--- src/hw/rtl/merge_sort_engine_defines.svh ---
// ----------------------------------------------------------------------------
// merge sort engine assertion macros
// concurrent checks, compiled out for synthesis
// ----------------------------------------------------------------------------
`ifndef MERGE_SORT_ENGINE_DEFINES_SVH
`define MERGE_SORT_ENGINE_DEFINES_SVH

`ifndef SYNTHESIS

// same-cycle implication
`define MSE_ASSERT_IMP(lbl, clk, rstn, ante, cons) \
    lbl: assert property (@(posedge clk) disable iff (!rstn) (ante) |-> (cons)) \
        else $error("merge sort engine check failed");

// next-cycle implication
`define MSE_ASSERT_NXT(lbl, clk, rstn, ante, cons) \
    lbl: assert property (@(posedge clk) disable iff (!rstn) (ante) |=> (cons)) \
        else $error("merge sort engine check failed");

`else

`define MSE_ASSERT_IMP(lbl, clk, rstn, ante, cons)
`define MSE_ASSERT_NXT(lbl, clk, rstn, ante, cons)

`endif

`endif

--- src/hw/rtl/mse_pkg.sv ---
// ----------------------------------------------------------------------------
// merge sort engine package
// beat types, queue entry type and operation codes
// ----------------------------------------------------------------------------
`timescale 1ns / 1ps

package mse_pkg;

    localparam int KEY_W   = 32;
    localparam int Q_DEPTH = 2;
    localparam int Q_AW    = $clog2(Q_DEPTH);
    localparam int Q_CW    = $clog2(Q_DEPTH + 1);

    localparam logic CMD_LOAD  = 1'b0;
    localparam logic CMD_FETCH = 1'b1;

    localparam logic [1:0] OP_LOAD      = 2'd0;
    localparam logic [1:0] OP_LOAD_LAST = 2'd1;
    localparam logic [1:0] OP_FETCH     = 2'd2;

    typedef struct packed {
        logic             command;
        logic [KEY_W-1:0] key_in;
        logic             last_in;
    } item_t;

    typedef struct packed {
        logic [KEY_W-1:0] key_out;
        logic             last_out;
        logic             empty_out;
        logic             overflow_out;
    } result_t;

    typedef struct packed {
        logic [1:0]       op;
        logic [KEY_W-1:0] key;
    } qent_t;

    typedef struct packed {
        logic  valid;
        qent_t ent;
    } q_head_t;

    typedef struct packed {
        logic idle;
        logic sorting;
    } back_stat_t;

endpackage

--- src/hw/rtl/mse_front.sv ---
// ----------------------------------------------------------------------------
// merge sort engine front end
// takes input beats, classifies them and queues them for the back end
// ----------------------------------------------------------------------------
`timescale 1ns / 1ps

module mse_front
    import mse_pkg::*;
(
    input  logic    clk,
    input  logic    rst_n,
    input  logic    start,
    input  item_t   item,
    output logic    busy,
    output q_head_t head,
    input  logic    pop
);

    qent_t           q_mem_reg [Q_DEPTH];
    logic [Q_AW-1:0] wr_ptr_reg;
    logic [Q_AW-1:0] wr_ptr_next;
    logic [Q_AW-1:0] rd_ptr_reg;
    logic [Q_AW-1:0] rd_ptr_next;
    logic [Q_CW-1:0] cnt_reg;
    logic [Q_CW-1:0] cnt_next;
    logic            push;
    qent_t           ent;

    assign busy = (cnt_reg == Q_CW'(Q_DEPTH));
    assign push = start && !busy;

    always_comb
    begin
        ent.key = item.key_in;
        if (item.command == CMD_FETCH)
        begin
            ent.op = OP_FETCH;
        end
        else if (item.last_in)
        begin
            ent.op = OP_LOAD_LAST;
        end
        else
        begin
            ent.op = OP_LOAD;
        end
    end

    always_comb
    begin
        wr_ptr_next = wr_ptr_reg;
        rd_ptr_next = rd_ptr_reg;
        cnt_next    = cnt_reg;
        if (push)
        begin
            wr_ptr_next = (wr_ptr_reg == Q_AW'(Q_DEPTH - 1)) ? '0 : wr_ptr_reg + Q_AW'(1);
        end
        if (pop)
        begin
            rd_ptr_next = (rd_ptr_reg == Q_AW'(Q_DEPTH - 1)) ? '0 : rd_ptr_reg + Q_AW'(1);
        end
        case ({push, pop})
            2'b10:   cnt_next = cnt_reg + Q_CW'(1);
            2'b01:   cnt_next = cnt_reg - Q_CW'(1);
            default: cnt_next = cnt_reg;
        endcase
    end

    always_ff @(posedge clk or negedge rst_n)
    begin
        if (!rst_n)
        begin
            wr_ptr_reg <= '0;
            rd_ptr_reg <= '0;
            cnt_reg    <= '0;
        end
        else
        begin
            wr_ptr_reg <= wr_ptr_next;
            rd_ptr_reg <= rd_ptr_next;
            cnt_reg    <= cnt_next;
        end
    end

    always_ff @(posedge clk)
    begin
        if (push)
        begin
            q_mem_reg[wr_ptr_reg] <= ent;
        end
    end

    assign head.valid = (cnt_reg != '0);
    assign head.ent   = q_mem_reg[rd_ptr_reg];

endmodule

--- config.mk ---
export PLATFORM = sky130hd
export DESIGN_NAME = mse_front
export DESIGN_NICKNAME = d
export VERILOG_FILES = /design/src/hw/rtl/merge_sort_engine_defines.svh /design/src/hw/rtl/mse_pkg.sv /design/src/hw/rtl/mse_front.sv
export SDC_FILE = /design/constraint.sdc
export NUM_CORES = 1
export LEC_CHECK = 0
export BUFFER_PORTS_ARGS = -buffer_cell sky130_fd_sc_hd__buf_2
export CAP_MARGIN = 10
export CORE_UTILIZATION = 55
export DETAILED_ROUTE_END_ITERATION = 7
export PLACE_DENSITY = 0.9
export SLEW_MARGIN = 5
export SYNTH_ARGS = -nofsm -noshare
export SYNTH_HDL_FRONTEND = slang
export SYNTH_SLANG_ARGS = --single-unit
--- constraint.sdc ---
create_clock -name clk -period 5.2 [get_ports clk]
set_input_delay 1.3 -clock clk [delete_from_list [all_inputs] [get_ports clk]]
set_output_delay 1.3 -clock clk [all_outputs]
set_load 0.02 [all_outputs]
==> reports/metrics.yaml <==
outcome:
  status: "complete, no violations"
worst_setup_path:
  required_ns: 3.90
  critPathKind: "reg2out"
  reg2reg_to: "q_mem_reg[0][21]"
  path_cells: "mux2_2 > buf_2"
  cp-end-kind: "primary output"
  startpoint: "rd_ptr_reg"
  ff2ff_setup_slack_ns: 3.31
  reg2reg_depth: 3
  setup.worst_path.start_class: "flip-flop"
  crit_slowest_cell: "dfrtp_2"
  r2r-start: "cnt_reg[0]"
  cp_data_arrival_time_ns: 1.97
  slowest_delay_ns: 1.04
  crit_fanout: 35
  worstSetupEndpoint: "head[25]"
final_layout:
  final_cell_area_um2: 3351
  drive_gt1_share_pct: 58.37
  multi_input_area_um2: 593.1
  finalNetCount: 243
  fill_cells: 352
  largest_reg_flops: 68
  insertedDiodeCount: 0
  mostFrequentLayoutCells: "buf_2, edfxtp_1, mux2_4"
  ff_latch_area_um2: 2143
  layout_commonest_cell: "buf_2"
  synthToLayoutAreaGrowth_pct: 19.61
floorplan:
  core_area_um2: 4817
  ioPinCount: 74
  initial_utilization_pct: 58.16
  die_area_um2: 5383
  die_h_um: 73.37
  die_x_um: 73.37
  std_cell_rows: 25
clocking:
  h-tree-depth: 3
  post_cts_buffers: 0
  insertion_delay_ns: 0.33
  post_cts_resized: 0
  cts_tree: "built"
  cts_max_path_buffers: 2
  clock_sinks: 72
  clk_pin_slew_ns: 0.06
  cts_buffers: 9
  root_buffer: "clkbuf_8"
  holdBufCountCts: 0
sta:
  fin_skew_ns: 0.006970
  hold_viol_final: 0
  worst_pin_slew_ns: 1.042
  tns_ns: 0
  fmax_mhz: 305.9
  slew_viol_final: 0
  period_share_pct: 62.86
  whs_ns: 0.5019
  rsz0062_at_grt: "false"
  finalSetupViolations: 0
  maxSlewHeadroom_pct: 30.50
  period_minus_slack_ns: 3.269
pwr:
  seq_power_share_pct: 47.4
  internal_power_mw: 1.299
  switching_share_pct: 32.16
  p_switching_mw: 0.6156
  powerDensity_nw_per_um2: 571.4
  worst_ir_drop_vdd_uv: 463.4
  combinationalPowerShare_pct: 33.6
  total_power_mw: 1.914
  clockPowerShare_pct: 19.0
  power.leakage_nw: 1.355
grt:
  grt_use_met2_pct: 28.09
  grt_pass1_wl_mm: 6.106
  grt_start_max_net_pins: 36
  grt_pass1_vias: 1360
  grt_overflow_total: 0
  antenna_found_initial: 0
  grt_use_met1_pct: 18.10
  grt_usage_pct: 16.52
  grt_util_met3_pct: 4.252
  grt-busiest-layer: "met2"
yosys:
  syn_inst: 124
  synth-seq-area-share_pct: 76.46
  syn-cell-area_um2: 2801
  synth-seq-cells: 72
  syn_nets: 163
  avgSynthCellArea_um2: 22.59
  ys_types: 16
  ys.warnings.count: 0
routing:
  via_per_inst: 4.859
  totalWireLength_mm: 4.120
  wire_per_inst_um: 14.93
  drcViolationCount: 0
  vias: 1341
  firstDrtPassIters: 4
  drt_iter0_markers: 61
  ant_nets: 0
place:
  port_buffers: 73
  dpl-instance-area_um2: 3189
  routabilityCongestion: 0.6556
  dp_hpwl_mm: 2.674
min_path:
  hold_path.class: "reg2reg"
run:
  maxCapViolCount: 0
[per-layer routing]
| metal | share of wire, % | wire (µm) | up-vias |
|---|---|---|---|
| met2 | 52 | 2158 | 42 |
| met3 | 4.3 | 178 | 10 |
| met4 | 2.3 | 96 | 0 |
| li1 | - | - | 640 |
| met1 | 41 | 1686 | 649 |
| met5 | 0 | 0 | - |
[cells by family after synthesis]
kind of cell,count (synthesis),synth area share (%)
fa+ha+maj,1,0.4466
simple gates,7,1.296
xor+xnor,5,1.563
buf+inv,5,2.680
flops,72,76.46
mux,34,17.55
[cell usage after synthesis]
cell type  number  area share (%)
and3_1          1            0.22
buf_12          3             2.1
buf_6           1            0.40
dfrtp_1         4             3.6
edfxtp_1       68              73
ha_1            1            0.45
inv_1           1            0.13
mux2_2          5             2.0
mux2_4         29              16
nand2_1         1            0.13
nand2b_1        1            0.22
nor2_1          2            0.27
nor2b_1         1            0.22
or2_2           1            0.22
xnor2_1         3            0.94
xor2_1          2            0.63
[area by class of cell]
cell class                 count  share of cell area (%)
inverter                       1                  0.1120
timing repair buffer          73                   10.90
multi-input combinational     47                   17.70
clock buffer                  15                   4.668
clock inverter                 1                  0.1494
sequential                    72                   63.97
tap                           67                   2.502
[metrics by stage]
stage	utilization, %	std cells	worst slack [ns]
finish	69.56	276	1.931
global route	69.56	276	1.835
CTS	69.56	276	1.871
detailed placement	66.21	260	2.230
global placement	66.21	260	2.267
floorplan	-	124	1.944
[power groups by stage]
stage | clock, mW | sequential (mW) | combinational (mW)
3_3_place_gp | 0 | 0.916 | 0.640
3_5_place_dp | 0 | 0.925 | 0.653
4_1_cts | 0.373 | 0.913 | 0.653
5_1_grt | 0.396 | 0.925 | 0.687
6_report | 0.364 | 0.908 | 0.642
2_1_floorplan | 0 | 0.840 | 0.590
[worst max-delay path, delay by kind of cell (launching register included)]
kind | cells | cell delay [ns]
buffers and inverters | 1 | 0.16
DFF | 1 | 1.04
muxes | 1 | 0.43
[how the worst min path moves through the flow]
stage / start / depth (start not counted) / slack [ns] / to
after global placement: cnt_reg[1] / 1 / 0.47 / cnt_reg[1]
after floorplan: cnt_reg[1] / 1 / 0.46 / cnt_reg[1]
after detailed placement: cnt_reg[1] / 1 / 0.49 / cnt_reg[1]
after global routing: cnt_reg[1] / 1 / 0.53 / cnt_reg[1]
after CTS: cnt_reg[1] / 1 / 0.50 / cnt_reg[1]
final: cnt_reg[1] / 1 / 0.50 / cnt_reg[1]
(Power assumes the default switching activity.)
